--- src/u8san_pkg.sv ---
// Shared types, constants and the byte classifier of the UTF-8 stream sanitizer.
package u8san_pkg;

  localparam int unsigned BYTE_W  = 8;
  localparam int unsigned HOLD_N  = 3;   // lead plus up to two held continuations
  localparam int unsigned SLOT_N  = 4;   // longest sequence that one job carries
  localparam int unsigned NBYTE_W = 3;   // holds 0 .. SLOT_N

  localparam logic [BYTE_W-1:0] NULL_BYTE  = 8'h00;
  localparam logic [BYTE_W-1:0] ASCII_TOP  = 8'h80;
  localparam logic [BYTE_W-1:0] MASK_CONT  = 8'hC0;
  localparam logic [BYTE_W-1:0] MASK_LEAD2 = 8'hE0;
  localparam logic [BYTE_W-1:0] MASK_LEAD3 = 8'hF0;
  localparam logic [BYTE_W-1:0] MASK_LEAD4 = 8'hF8;
  localparam logic [BYTE_W-1:0] PAT_CONT   = 8'h80;
  localparam logic [BYTE_W-1:0] PAT_LEAD2  = 8'hC0;
  localparam logic [BYTE_W-1:0] PAT_LEAD3  = 8'hE0;
  localparam logic [BYTE_W-1:0] PAT_LEAD4  = 8'hF0;

  typedef enum logic [2:0] {
    CLS_NULL,
    CLS_ASCII,
    CLS_CONT,
    CLS_LEAD2,
    CLS_LEAD3,
    CLS_LEAD4,
    CLS_INVALID
  } byte_class_t;

  // One unit of work for the output side: bytes to send in order, then an
  // optional end-of-string marker.
  typedef struct packed {
    logic [SLOT_N-1:0][BYTE_W-1:0] bytes;
    logic [NBYTE_W-1:0]            nbytes;
    logic                          eos;
  } job_t;

  function automatic byte_class_t u8san_classify(input logic [BYTE_W-1:0] b);
    byte_class_t cls;
    if (b == NULL_BYTE) begin
      cls = CLS_NULL;
    end else if (b < ASCII_TOP) begin
      cls = CLS_ASCII;
    end else if ((b & MASK_CONT) == PAT_CONT) begin
      cls = CLS_CONT;
    end else if ((b & MASK_LEAD2) == PAT_LEAD2) begin
      cls = CLS_LEAD2;
    end else if ((b & MASK_LEAD3) == PAT_LEAD3) begin
      cls = CLS_LEAD3;
    end else if ((b & MASK_LEAD4) == PAT_LEAD4) begin
      cls = CLS_LEAD4;
    end else begin
      cls = CLS_INVALID;
    end
    return cls;
  endfunction

endpackage

--- src/u8san_front.sv ---
// Input side: classifies each byte, tracks the open sequence and builds output jobs.
module u8san_front import u8san_pkg::*; (
  input  logic              clk,
  input  logic              rst,
  input  logic              accept,
  input  logic [BYTE_W-1:0] in_byte,
  input  logic              end_of_string,
  output logic              push,
  output job_t              job
);

  logic [HOLD_N-1:0][BYTE_W-1:0] held_bytes, held_bytes_next;
  logic [1:0]                    held_count, held_count_next;
  logic [1:0]                    needed_count, needed_count_next;
  logic                          consumed;
  byte_class_t                   cls;

  always_comb begin
    cls               = u8san_classify(in_byte);
    held_bytes_next   = held_bytes;
    held_count_next   = held_count;
    needed_count_next = needed_count;
    consumed          = 1'b0;
    job.bytes         = {in_byte, held_bytes};
    job.nbytes        = '0;
    job.eos           = end_of_string;

    if (needed_count != 2'd0) begin
      if (cls == CLS_CONT) begin
        consumed = 1'b1;
        if (needed_count == 2'd1) begin
          // Sequence complete: held bytes followed by this one.
          job.bytes[held_count] = in_byte;
          job.nbytes            = {1'b0, held_count} + NBYTE_W'(1);
          held_count_next       = 2'd0;
          needed_count_next     = 2'd0;
        end else begin
          held_bytes_next[held_count] = in_byte;
          held_count_next             = held_count + 2'd1;
          needed_count_next           = needed_count - 2'd1;
        end
      end else begin
        // Broken sequence: drop what is held and look at this byte as new.
        held_count_next   = 2'd0;
        needed_count_next = 2'd0;
      end
    end

    if (!consumed) begin
      unique case (cls)
        CLS_ASCII: begin
          job.bytes[0] = in_byte;
          job.nbytes   = NBYTE_W'(1);
        end
        CLS_LEAD2: begin
          held_bytes_next[0] = in_byte;
          held_count_next    = 2'd1;
          needed_count_next  = 2'd1;
        end
        CLS_LEAD3: begin
          held_bytes_next[0] = in_byte;
          held_count_next    = 2'd1;
          needed_count_next  = 2'd2;
        end
        CLS_LEAD4: begin
          held_bytes_next[0] = in_byte;
          held_count_next    = 2'd1;
          needed_count_next  = 2'd3;
        end
        default: begin
        end
      endcase
    end

    if (end_of_string) begin
      held_count_next   = 2'd0;
      needed_count_next = 2'd0;
    end

    push = accept && ((job.nbytes != '0) || end_of_string);
  end

  always_ff @(posedge clk) begin
    if (rst) begin
      held_count   <= 2'd0;
      needed_count <= 2'd0;
    end else if (accept) begin
      held_count   <= held_count_next;
      needed_count <= needed_count_next;
    end
  end

  always_ff @(posedge clk) begin
    if (accept) begin
      held_bytes <= held_bytes_next;
    end
  end

endmodule

--- src/u8san_queue.sv ---
// Short job queue that decouples the input side from the output side.
module u8san_queue import u8san_pkg::*; #(
  parameter int unsigned DEPTH = 4
) (
  input  logic clk,
  input  logic rst,
  input  logic push,
  input  job_t push_job,
  output logic full,
  input  logic pop,
  output logic empty,
  output job_t head
);

  localparam int unsigned PTR_W = (DEPTH > 1) ? $clog2(DEPTH) : 1;
  localparam int unsigned CNT_W = $clog2(DEPTH + 1);

  job_t             slots [DEPTH];
  logic [PTR_W-1:0] wr_ptr, rd_ptr;
  logic [CNT_W-1:0] count;
  logic             do_push, do_pop;

  assign full    = (count == CNT_W'(DEPTH));
  assign empty   = (count == '0);
  assign do_push = push && !full;
  assign do_pop  = pop && !empty;
  assign head    = slots[rd_ptr];

  always_ff @(posedge clk) begin
    if (rst) begin
      wr_ptr <= '0;
      rd_ptr <= '0;
      count  <= '0;
    end else begin
      if (do_push) begin
        wr_ptr <= (wr_ptr == PTR_W'(DEPTH - 1)) ? '0 : wr_ptr + PTR_W'(1);
      end
      if (do_pop) begin
        rd_ptr <= (rd_ptr == PTR_W'(DEPTH - 1)) ? '0 : rd_ptr + PTR_W'(1);
      end
      if (do_push && !do_pop) begin
        count <= count + CNT_W'(1);
      end else if (do_pop && !do_push) begin
        count <= count - CNT_W'(1);
      end
    end
  end

  always_ff @(posedge clk) begin
    if (do_push) begin
      slots[wr_ptr] <= push_job;
    end
  end

endmodule

--- src/u8san_back.sv ---
// Output side: unrolls each job into result transfers through an output register.
module u8san_back import u8san_pkg::*; (
  input  logic              clk,
  input  logic              rst,
  input  logic              job_empty,
  input  job_t              job,
  output logic              pop,
  output logic              m_tvalid,
  input  logic              m_tready,
  output logic [BYTE_W-1:0] m_tdata,
  output logic [1:0]        m_tuser,
  output logic              m_tlast
);

  logic [NBYTE_W-1:0] idx;
  logic               load;
  logic               is_byte;
  logic               final_one;
  logic [BYTE_W-1:0]  sel_byte;

  always_comb begin
    load      = !job_empty && (!m_tvalid || m_tready);
    is_byte   = (idx < job.nbytes);
    sel_byte  = job.bytes[idx[1:0]];
    final_one = is_byte ? ((idx == job.nbytes - NBYTE_W'(1)) && !job.eos) : 1'b1;
    pop       = load && final_one;
  end

  always_ff @(posedge clk) begin
    if (rst) begin
      m_tvalid <= 1'b0;
      idx      <= '0;
    end else begin
      if (load) begin
        m_tvalid <= 1'b1;
        idx      <= final_one ? '0 : idx + NBYTE_W'(1);
      end else if (m_tready) begin
        m_tvalid <= 1'b0;
      end
    end
  end

  always_ff @(posedge clk) begin
    if (load) begin
      m_tdata <= is_byte ? sel_byte : NULL_BYTE;
      m_tuser <= {!is_byte, is_byte};
      m_tlast <= final_one;
    end
  end

endmodule

--- src/utf8_stream_sanitizer.sv ---
// Top level of the UTF-8 stream sanitizer.
//
// The sanitizer takes one byte per transfer on the slave side, with tlast on
// the last byte of each string, and returns the cleaned stream on the master
// side one byte per transfer. Null bytes are removed, ASCII bytes pass, and a
// 2-, 3- or 4-byte UTF-8 sequence is held until all of its continuation bytes
// have arrived and then sent whole. A broken sequence, a stray continuation
// byte and bytes 0xF8 to 0xFF are dropped; the byte that breaks a sequence is
// examined again as a possible lead. At the end of a string any partial
// sequence is dropped and a marker transfer with no byte (tuser[0] low,
// tuser[1] high) closes the string. tlast on the master side marks the final
// result caused by one input byte. Overlong forms and surrogates are not
// checked. The input side accepts one byte every cycle while the job queue
// has room; each input byte becomes at most one job, and the output side
// sends one result per cycle while m_tready is high, so a byte that
// completes a sequence or ends a string yields up to five results. The
// QUEUE_DEPTH-job queue between the two sides absorbs those bursts; when
// it fills, tready drops until the output side drains a job. The first
// result of a byte passes through the job queue and the output register
// before it is presented on the master side.
module utf8_stream_sanitizer import u8san_pkg::*; #(
  parameter int unsigned QUEUE_DEPTH = 4
) (
  input  logic       clk,
  input  logic       rst,
  input  logic       s_tvalid,
  output logic       s_tready,
  input  logic [7:0] s_tdata,   // [7:0] in_byte
  input  logic       s_tlast,   // end_of_string
  output logic       m_tvalid,
  input  logic       m_tready,
  output logic [7:0] m_tdata,   // [7:0] out_byte
  output logic [1:0] m_tuser,   // [0] byte_present, [1] string_done
  output logic       m_tlast    // run_last
);

  logic accept;
  logic push;
  logic full;
  logic empty;
  logic pop;
  job_t new_job;
  job_t head_job;

  // The input side only waits on room in the queue.
  assign s_tready = !full;
  assign accept   = s_tvalid && s_tready;

  u8san_front u_front (
    .clk           (clk),
    .rst           (rst),
    .accept        (accept),
    .in_byte       (s_tdata),
    .end_of_string (s_tlast),
    .push          (push),
    .job           (new_job)
  );

  u8san_queue #(
    .DEPTH (QUEUE_DEPTH)
  ) u_queue (
    .clk      (clk),
    .rst      (rst),
    .push     (push),
    .push_job (new_job),
    .full     (full),
    .pop      (pop),
    .empty    (empty),
    .head     (head_job)
  );

  u8san_back u_back (
    .clk       (clk),
    .rst       (rst),
    .job_empty (empty),
    .job       (head_job),
    .pop       (pop),
    .m_tvalid  (m_tvalid),
    .m_tready  (m_tready),
    .m_tdata   (m_tdata),
    .m_tuser   (m_tuser),
    .m_tlast   (m_tlast)
  );

endmodule
--- config.mk ---
export PLATFORM = sky130hd
export DESIGN_NAME = utf8_stream_sanitizer
export DESIGN_NICKNAME = d
export VERILOG_FILES = /design/src/u8san_pkg.sv /design/src/u8san_front.sv /design/src/u8san_queue.sv /design/src/u8san_back.sv /design/src/utf8_stream_sanitizer.sv
export SDC_FILE = /design/constraint.sdc
export NUM_CORES = 1
export LEC_CHECK = 0
export BUFFER_PORTS_ARGS = -buffer_cell sky130_fd_sc_hd__buf_2
export CAP_MARGIN = 5
export CORE_MARGIN = 2
export CORE_UTILIZATION = 45
export CTS_BUF_LIST = sky130_fd_sc_hd__clkbuf_8
export CTS_CLUSTER_SIZE = 40
export DETAILED_ROUTE_END_ITERATION = 12
export GPL_TIMING_DRIVEN = 0
export SLEW_MARGIN = 15
export SYNTH_ARGS = -nofsm -noshare
export SYNTH_HDL_FRONTEND = slang
export SYNTH_SLANG_ARGS = --single-unit
--- constraint.sdc ---
create_clock -name clk -period 4.5 [get_ports clk]
set_input_delay 1.35 -clock clk [delete_from_list [all_inputs] [get_ports clk]]
set_output_delay 1.35 -clock clk [all_outputs]
set_load 0.05 [all_outputs]
==> reports/results.tsv, run 1 <==
metric	value	unit
clk_latency	0.45	ns
grt_max_degree	27	
fp.dieH	139	um
grt_busiest_layer	met2	
ys_seq_area_share	69.7	%
period_needed	4.17	ns
placedCellCount	700	
drt-total-wl	16300	um
hold_slack	0.476	ns
multi_input_area	2340	sq um
fin_area	9000	sq um
synthCells	443	
met2_usage	29.9	%
setup_viol	0	
fin_skew	0.0136	ns
rrSetupSlack	0.33	ns
crit_required	4.88	ns
grt_pass1_vias	4250	
timing.rr.end	u_queue.count[2]	
max_slew_margin	29.6	%
cts_tree	yes	
grtUsageMet3	3.45	%
grt_overflow	0	
p_sw	1.42	mW
seqPwrFrac	50.5	%
crit_arrival	4.55	ns
fillerInstances	1479	
cap_violations	0	
hold_buffers	0	
synth_cell_types	42	
nets	520	
worst_setup_path_start_kind	register	
met1_usage	23.6	%
grt_antenna_before_repair	0	
seqCellArea	5720	sq um
synth-edff-count	179	
diodes	0	
drcViolationCount	0	
syn_area	8200	sq um
period_share	92.6	%
area_growth	9.76	%
die_w	139	um
grt_use_total	17.7	%
gp_congestion	0.774	
ios	26	
cts_buffers	17	
synth-main-ff-cell	edfxtp_1	
ys_ff_latch	196	
die_area	19300	sq um
synth-async-reset-ratio	0	%
tightest_slew	1.06	ns
h-tree-depth	4	
ant_nets	0	
rsz0062_at_grt	no	
wl_per_cell	22.3	um
critical_path_class	register to register	
hold_viol_final	0	
dp_worst_setup_slack	0.174	ns
dr.pass1.iters	4	
status	completed	
crit_end	u_queue.count[2]	
syn_nets	474	
place_area	8690	sq um
crit_fanout	10	
fmax	240	MHz
power_frac_clock	20.9	%
port_buffers	24	
ir_worst_vdd	0.000276	V
reg2regPathDepth	16	
vias	4071	
clkTransAtPathRegs	0.09	ns
drt_iter0_drc	393	
grt_pass1_wl	24900	um
start_util	45.8	%
clk_path_buf_depth	2	
final_layout_size_suffix_gt1_share	30.3	%
vias_per_cell	5.57	
cts_sinks	196	
power_leakage	2.93	nW
avgSynthCellArea	18.5	sq um
hpwlAfterDp	10500	um
cp-end-kind	register	
hold_path_class	register to register	
fin_cells	731	
synth_top_area_share	65.5	%
drv_slew	0	
power_frac_comb	28.6	%
yosysTopAreaCell	edfxtp_1	
synth_warnings	0	
rows	49	
cts_root_buf	clkbuf_8	
final_util	50.3	%
internal-power	3.11	mW
core-area	17900	sq um
fin_ws	0.334	ns
power_switching_share	31.3	%
ys_top_cells_by_area	edfxtp_1, mux4_2, mux2_2	
power_density	503	nW/um^2
[stage by stage]
stage          setup TNS, ns  power [mW]
2_1_floorplan              0        3.29
3_3_place_gp          -33.50        3.61
3_5_place_dp               0        3.66
4_1_cts                    0        4.58
5_1_grt                    0        4.74
6_report                   0        4.53
[cell usage after synthesis (7+ instances only)]
cell type  count
and2_1        16
nand2_1       11
ha_1          17
o21ai_0        7
edfxtp_1     179
clkbuf_1      12
mux2_2        43
dfxtp_1       17
inv_1         18
mux4_2        44
a21oi_1       17
nor2_1        14
[how the worst min path moves through the flow]
| stage | from | end | slack, ns | depth (start not counted) |
|---|---|---|---|---|
| after global routing | u_front.needed_count[1] | u_front.needed_count[1] | 0.52 | 2 |
| after floorplan | u_front.needed_count[1] | u_front.needed_count[1] | 0.44 | 2 |
| after CTS | u_back.m_tvalid | u_back.m_tvalid | 0.47 | 2 |
| after global placement | u_back.m_tvalid | u_back.m_tvalid | 0.45 | 2 |
| after detailed placement | u_back.m_tvalid | u_back.m_tvalid | 0.46 | 2 |
| final | u_back.m_tvalid | u_back.m_tvalid | 0.48 | 2 |
[cell families after synthesis]
logic type	after synthesis	share of synthesized area, %
flip-flops	196	69.7
multiplexers	89	18.2
AND/OR/NAND/NOR	60	3.98
AO/OA/AOI/OAI	39	2.93
buffers and inverters	36	1.81
adder cells (fa/ha/maj)	18	2.84
XOR/XNOR	5	0.534
[worst max-delay path, cell delays in order (launching register included)]
cell     delay [ns]
dfxtp_1        0.33
buf_6          0.17
buf_2          0.45
mux4_2         0.58
inv_1          0.11
ha_1           0.24
xnor2_1        0.14
nor3_1         0.08
a21oi_1        0.35
inv_1          0.18
nand2_1        0.14
ha_1           0.22
inv_1          0.08
fa_1           0.37
xor2_1         0.18
or3_1          0.31
a21oi_1        0.15
[final cells by class]
cell class              instances  share of cell area, %
well taps                     229                   3.18
multi-input cells             211                   26.0
repair buffers                 28                   2.22
flip-flops and latches        196                   63.5
plain buffers                  17                  0.862
clock buffers                  17                   2.60
inverters                      18                  0.750
clock inverters                15                  0.875
[power by group through the flow]
stage          Combinational (mW)  Clock [mW]  Sequential, mW
2_1_floorplan               0.768           0            2.52
3_3_place_gp                 1.28           0            2.33
3_5_place_dp                 1.32           0            2.33
4_1_cts                      1.33       0.966            2.29
5_1_grt                      1.39        1.03            2.31
6_report                     1.30       0.945            2.29
[flip-flops by register name, summed over array words and instances (netlist names), 3 cells and up, named ones only]
register	count
u_back.idx	3
u_back.m_tdata	8
u_front.held_bytes	24
u_queue.count	3
u_queue.slots	144
[timing repair]
| action | in CTS | in global routing |
|---|---|---|
| buffers inserted | 0 | 0 |
| setup endpoints to repair | 0 | 1 |
| resized for setup | 0 | 0 |
[cell usage in the layout, fill, tap and decap left out, types with 4 or more instances in the layout]
master      Yosys  final
a21oi_1        17     17
and2_1         16     12
and2_2          0      4
buf_12          0      4
buf_2           3     27
clkbuf_1       12     11
clkbuf_8        0     17
clkinvlp_4      0      5
dfxtp_1        17     17
edfxtp_1      179    179
ha_1           17     17
inv_1          18     22
mux2_2         43     43
mux4_2         44     44
nand2_1        11     11
nor2_1         14     14
o21ai_0         7      7
[layer usage]
layer / share of wire, % / wire (um) / vias to the layer above
met5: 0 / 0 / -
met4: 1.3 / 217 / 0
met3: 3.6 / 587 / 16
met2: 52 / 8410 / 77
met1: 43 / 7080 / 2132
li1: - / - / 1846
Power figures use the tool's default switching activity.
==> inputs of run 2 (changes only) <==
--- a/config.mk
+++ b/config.mk
@@ -8,11 +8,12 @@
 export BUFFER_PORTS_ARGS = -buffer_cell sky130_fd_sc_hd__buf_2
 export CAP_MARGIN = 5
 export CORE_MARGIN = 2
-export CORE_UTILIZATION = 45
+export CORE_UTILIZATION = 50
 export CTS_BUF_LIST = sky130_fd_sc_hd__clkbuf_8
 export CTS_CLUSTER_SIZE = 40
 export DETAILED_ROUTE_END_ITERATION = 12
 export GPL_TIMING_DRIVEN = 0
+export PLACE_DENSITY = 0.66
 export SLEW_MARGIN = 15
 export SYNTH_ARGS = -nofsm -noshare
 export SYNTH_HDL_FRONTEND = slang
==> run 2 against run 1 <==
  * Via count up 0.91%
  * Combinational power about the same
  * Clock-buffer cell count unchanged
  * Largest cell class unchanged
==> reports/results.tsv, run 2 (same netlist as run 1, synthesis figures left out) <==
metric	value	unit	change
cts_setup_buffers	0		unchanged
drt-total-wl	15900	um	-2.2%
placedCellCount	687		-1.9%
diodes	0		unchanged
seqPwrFrac	46.3	%	-4.2 points
mostFrequentLayoutCells	edfxtp_1, mux4_2, mux2_2		
cp-end-kind	register		
power_frac_clock	27.5	%	+6.6 points
multi_input_area	2340	sq um	unchanged
ios	26		unchanged
hpwlAfterDp	10300	um	-2.3%
rsz0062_at_grt	no		
cts_resized	0		unchanged
vias	4108		+0.91%
crit_required	4.90	ns	+0.02 ns
grt_busiest_layer	met2		
grt_antenna_before_repair	0		unchanged
drt_iter0_drc	340		-13%
ir_worst_vdd	0.000301	V	+9.2%
hold_buffers	0		unchanged
power_switching_share	28.9	%	-2.4 points
hold_path_class	register to register		
die_w	132	um	-5.0%
grt_pass1_wl	24700	um	-1.1%
final_util	57.6	%	+7.3 points
crit_fanout	10		unchanged
grt_pass1_vias	4277		+0.64%
top_regs	u_queue.slots x144, u_front.held_bytes x24, u_back.m_tdata x8		
met2_usage	33.3	%	+3.4 points
fp.dieH	132	um	-5.0%
grt_overflow	0		unchanged
core-area	15900	sq um	-11%
max_slew_margin	34.4	%	+4.8 points
vias_per_cell	5.72		+2.7%
rrSetupSlack	0.43	ns	+0.10 ns
status	completed		
power_density	539	nW/um^2	+7.2%
power_frac_comb	26.1	%	-2.5 points
worst_setup_path_start_kind	register		
port_buffers	24		unchanged
grt_use_total	19.5	%	+1.8 points
power_leakage	3.01	nW	+2.8%
setup_viol	0		unchanged
crit_chain	buf_6 > buf_2 > mux4_2 > inv_1 > ha_1 > xnor2_1 > nor3_1 > a21oi_1 > inv_1 > nand2_1 > ha_1 > inv_1 > fa_1 > xor2_1 > or3_1 > a21oi_1		
cp_num_buf_inv	5		unchanged
cts_tree	yes		
fin_skew	0.00849	ns	-0.00511 ns
clk_path_buf_depth	2		unchanged
cts_sinks	196		unchanged
grtUsageMet3	4.08	%	+0.62 points
start_util	51.5	%	+5.6 points
fillerInstances	1229		-17%
p_total	4.95	mW	+9.2%
cts_buffers	17		unchanged
fin_cells	718		-1.8%
critical_path_class	register to register		
area_growth	11.9	%	
drcViolationCount	0		unchanged
critPathMostFrequentCell	inv_1		
largest_register_ff_count	144		unchanged
tightest_slew	0.984	ns	-0.0716 ns
die_area	17400	sq um	-9.7%
period_share	90.4	%	-2.2 points
final_layout_size_suffix_gt1_share	31.5	%	+1.2 points
h-tree-depth	4		unchanged
max_stage_delay	0.57	ns	about the same
drv_slew	0		unchanged
largest_register	u_queue.slots		
met1_usage	24.9	%	+1.3 points
cp_slowest_cell	mux4_2		
p_sw	1.43	mW	+0.89%
period_needed	4.07	ns	-0.0973 ns
clkTransAtPathRegs	0.10	ns	about the same
gp_congestion	0.749		-3.2%
internal-power	3.52	mW	+13%
wl_per_cell	22.2	um	-0.45%
crit_family	buffers and inverters		
hold_viol_final	0		unchanged
final_common_cell	edfxtp_1		
nets	520		unchanged
crit_arrival	4.47	ns	-0.08 ns
dr.pass1.iters	5		+1
seqCellArea	5720	sq um	unchanged
clk_latency	0.47	ns	+0.02 ns
ant_nets	0		unchanged
cap_violations	0		unchanged
fmax	246	MHz	+2.4%
grt_max_degree	27		unchanged
rows	46		-6.1%
cts_root_buf	clkbuf_8		
run 2: worst reg2reg max path, cell delays in order (launching register included):
cell	delay, ns
dfxtp_1	0.33
buf_6	0.16
buf_2	0.43
mux4_2	0.57
inv_1	0.10
ha_1	0.24
xnor2_1	0.14
nor3_1	0.08
a21oi_1	0.35
inv_1	0.18
nand2_1	0.13
ha_1	0.20
inv_1	0.06
fa_1	0.39
xor2_1	0.19
or3_1	0.31
a21oi_1	0.13
run 2: worst paths after layout:
check,startpoint,end,cells after the start
worst min-delay path,u_front.needed_count[1],u_front.needed_count[1],2
worst min register to register,u_front.needed_count[1],u_front.needed_count[1],2
worst max-delay path,register,u_queue.count[2],16
worst max register to register,register,u_queue.count[2],16
run 2: final cells by class:
class                           instances  area share (%)
Buffer                                 17           0.845
Clock buffer                           17            2.55
Clock inverter                         15            2.84
Inverter                               18           0.736
Multi-Input combinational cell        211            25.5
Sequential cell                       196            62.3
Tap cell                              216            2.95
Timing Repair Buffer                   28            2.26
run 2: power groups by stage:
stage	Combinational, mW	Sequential, mW	Clock, mW
6_report	1.29	2.29	1.36
5_1_grt	1.40	2.31	1.45
4_1_cts	1.32	2.29	1.38
3_5_place_dp	1.31	2.34	0
3_3_place_gp	1.27	2.33	0
2_1_floorplan	0.768	2.52	0
run 2: per-layer routing:
metal	share of wire [%]	vias to the layer above	routed length, um
met3	3.5	16	552
met4	1.5	0	237
li1	-	1854	-
met2	52	78	8210
met1	44	2160	6930
met5	0	-	0
run 2: through the flow:
stage / area, sq um / hold slack (ns) / setup TNS, ns / worst slack (ns)
2_1_floorplan: 8200 / 0.440 / 0 / 1.02
3_3_place_gp: 8590 / 0.452 / -28.64 / -0.209
3_5_place_dp: 8690 / 0.468 / 0 / 0.194
4_1_cts: 9180 / 0.483 / 0 / 0.205
5_1_grt: 9180 / 0.511 / 0 / 0.108
6_report: 9180 / 0.483 / 0 / 0.432
==> inputs of run 3 (changes only) <==
--- a/config.mk
+++ b/config.mk
@@ -6,10 +6,9 @@
 export NUM_CORES = 1
 export LEC_CHECK = 0
 export BUFFER_PORTS_ARGS = -buffer_cell sky130_fd_sc_hd__buf_2
-export CAP_MARGIN = 5
+export CAP_MARGIN = 20
 export CORE_MARGIN = 2
 export CORE_UTILIZATION = 50
-export CTS_BUF_LIST = sky130_fd_sc_hd__clkbuf_8
 export CTS_CLUSTER_SIZE = 40
 export DETAILED_ROUTE_END_ITERATION = 12
 export GPL_TIMING_DRIVEN = 0
==> run 3 against run 2 <==
  * Non-clock buffer count stayed put
  * Combinational power hardly changed
  * Largest cell class unchanged
  * Sequential cell count stayed put
  * First-iteration DRC count is 2.1% lower
  * Clock-buffer cell count stayed put
  * Die area stayed put
  * Cell area is 2.1% higher
  * Sequential power hardly changed
==> reports/results.tsv, run 3 (same netlist as run 1, synthesis figures left out) <==
metric	value	unit	change
status	completed		
drt_iter0_drc	333		-2.1%
hold_buffers	0		unchanged
cts_buffers	17		unchanged
crit_required	4.86	ns	-0.04 ns
clk_path_buf_depth	2		unchanged
final_util	58.8	%	+1.2 points
max_stage_delay	0.57	ns	about the same
top_regs	u_queue.slots x144, u_front.held_bytes x24, u_back.m_tdata x8		
cp_slowest_cell	mux4_2		
cts_root_buf	clkbuf_16		
ir_worst_vdd	0.000292	V	-3.0%
hold_viol_final	0		unchanged
drcViolationCount	0		unchanged
crit_fanout	10		unchanged
final_layout_size_suffix_gt1_share	31.5	%	unchanged
crit_chain	buf_6 > buf_2 > mux4_2 > inv_1 > ha_1 > xnor2_1 > nor3_1 > a21oi_1 > inv_1 > nand2_1 > ha_1 > inv_1 > fa_1 > xor2_1 > or3_1 > a21oi_1		
period_share	90.4	%	about the same
hold_slack	0.481	ns	-0.00184 ns
crit_arrival	4.43	ns	-0.04 ns
cts_setup_buffers	0		unchanged
area_growth	14.2	%	
grt_antenna_before_repair	0		unchanged
multi_input_area	2340	sq um	unchanged
final_common_cell	edfxtp_1		
grt_pass1_wl	24900	um	+0.87%
vias	4108		unchanged
largest_register	u_queue.slots		
diodes	0		unchanged
drv_slew	0		unchanged
ios	26		unchanged
dr.pass1.iters	4		-1
rsz0062_at_grt	no		
worst_setup_path_start_kind	register		
fin_skew	0.00779	ns	-0.000704 ns
crit_family	buffers and inverters		
port_buffers	24		unchanged
fin_area	9370	sq um	+2.1%
hold_path_class	register to register		
max_slew_margin	34.4	%	about the same
vias_per_cell	5.72		unchanged
rows	46		unchanged
critical_path_class	register to register		
cp-end-kind	register		
dp_worst_setup_slack	0.194	ns	unchanged
critPathMostFrequentCell	inv_1		
grt_pass1_vias	4299		+0.51%
cts_resized	0		unchanged
tightest_slew	0.983	ns	-0.000232 ns
setup_tns	0	ns	unchanged
grt_use_total	19.7	%	+0.17 points
clkTransAtPathRegs	0.07	ns	-0.03 ns
seqCellArea	5720	sq um	unchanged
ant_nets	0		unchanged
mostFrequentLayoutCells	edfxtp_1, mux4_2, mux2_2		
die_w	132	um	unchanged
power_density	569	nW/um^2	+5.5%
cp_num_buf_inv	5		unchanged
wl_per_cell	22.6	um	+1.6%
grt_overflow	0		unchanged
fillerInstances	1201		-2.3%
drt-total-wl	16200	um	+1.6%
place_area	8690	sq um	unchanged
die_area	17400	sq um	unchanged
hpwlAfterDp	10300	um	unchanged
start_util	51.5	%	unchanged
cts_sinks	196		unchanged
cap_violations	0		unchanged
clk_latency	0.43	ns	-0.04 ns
setup_viol	0		unchanged
grt_max_degree	27		unchanged
fin_ws	0.431	ns	-0.0000750 ns
h-tree-depth	4		unchanged
cts_tree	yes		
nets	520		unchanged
power_leakage	3.10	nW	+2.9%
core-area	15900	sq um	unchanged
fmax	246	MHz	about the same
gp_congestion	0.749		unchanged
period_needed	4.07	ns	+0.0000750 ns
largest_register_ff_count	144		unchanged
fp.dieH	132	um	unchanged
## run 3: cell count changes in the layout (fill, tap and decap cells not counted)
cell,previous run,this run
clkbuf_16,0,17
clkbuf_8,17,0
## run 3: where the power goes
part	internal [mW]	switching, mW	total [mW]
clock	1.09	0.644	1.74
sequential	2.23	0.0623	2.29
combinational	0.521	0.775	1.30
## run 3: final timing paths
check | start | end | slack [ns] | cells after the start
max | register | u_queue.count[2] | 0.43 | 16
min | u_front.needed_count[1] | u_front.needed_count[1] | 0.48 | 2
max reg2reg | register | u_queue.count[2] | 0.43 | 16
min reg2reg | u_front.needed_count[1] | u_front.needed_count[1] | 0.48 | 2
## run 3: stage by stage
step | power, mW | cells
2_1_floorplan | 3.29 | 443
3_3_place_gp | 3.60 | 683
3_5_place_dp | 3.65 | 687
4_1_cts | 5.37 | 719
5_1_grt | 5.53 | 718
6_report | 5.33 | 718
## run 3: layout make-up
cell class | count | area share (%)
repair buffers | 28 | 2.22
clock inverters | 15 | 2.78
plain buffers | 17 | 0.828
flip-flops and latches | 196 | 61.0
clock buffers | 17 | 4.54
inverters | 18 | 0.721
multi-input cells | 211 | 25.0
well taps | 216 | 2.88
## run 3: metal layers
| metal | vias to the layer above | share of wire (%) | global-route usage [%] |
|---|---|---|---|
| met5 | - | 0 | 0 |
| met1 | 2151 | 41 | 25.3 |
| met4 | 0 | 1.2 | 6.94 |
| met2 | 88 | 51 | 33.7 |
| met3 | 15 | 6.1 | 3.81 |
| li1 | 1854 | - | - |
## run 3: worst register-to-register path, cell delays in order (launching register included)
cell and delay [ns]:
dfxtp_1 0.32, buf_6 0.16, buf_2 0.43, mux4_2 0.57
inv_1 0.10, ha_1 0.24, xnor2_1 0.14, nor3_1 0.08
a21oi_1 0.35, inv_1 0.19, nand2_1 0.14, ha_1 0.20
inv_1 0.06, fa_1 0.38, xor2_1 0.19, or3_1 0.31
a21oi_1 0.13
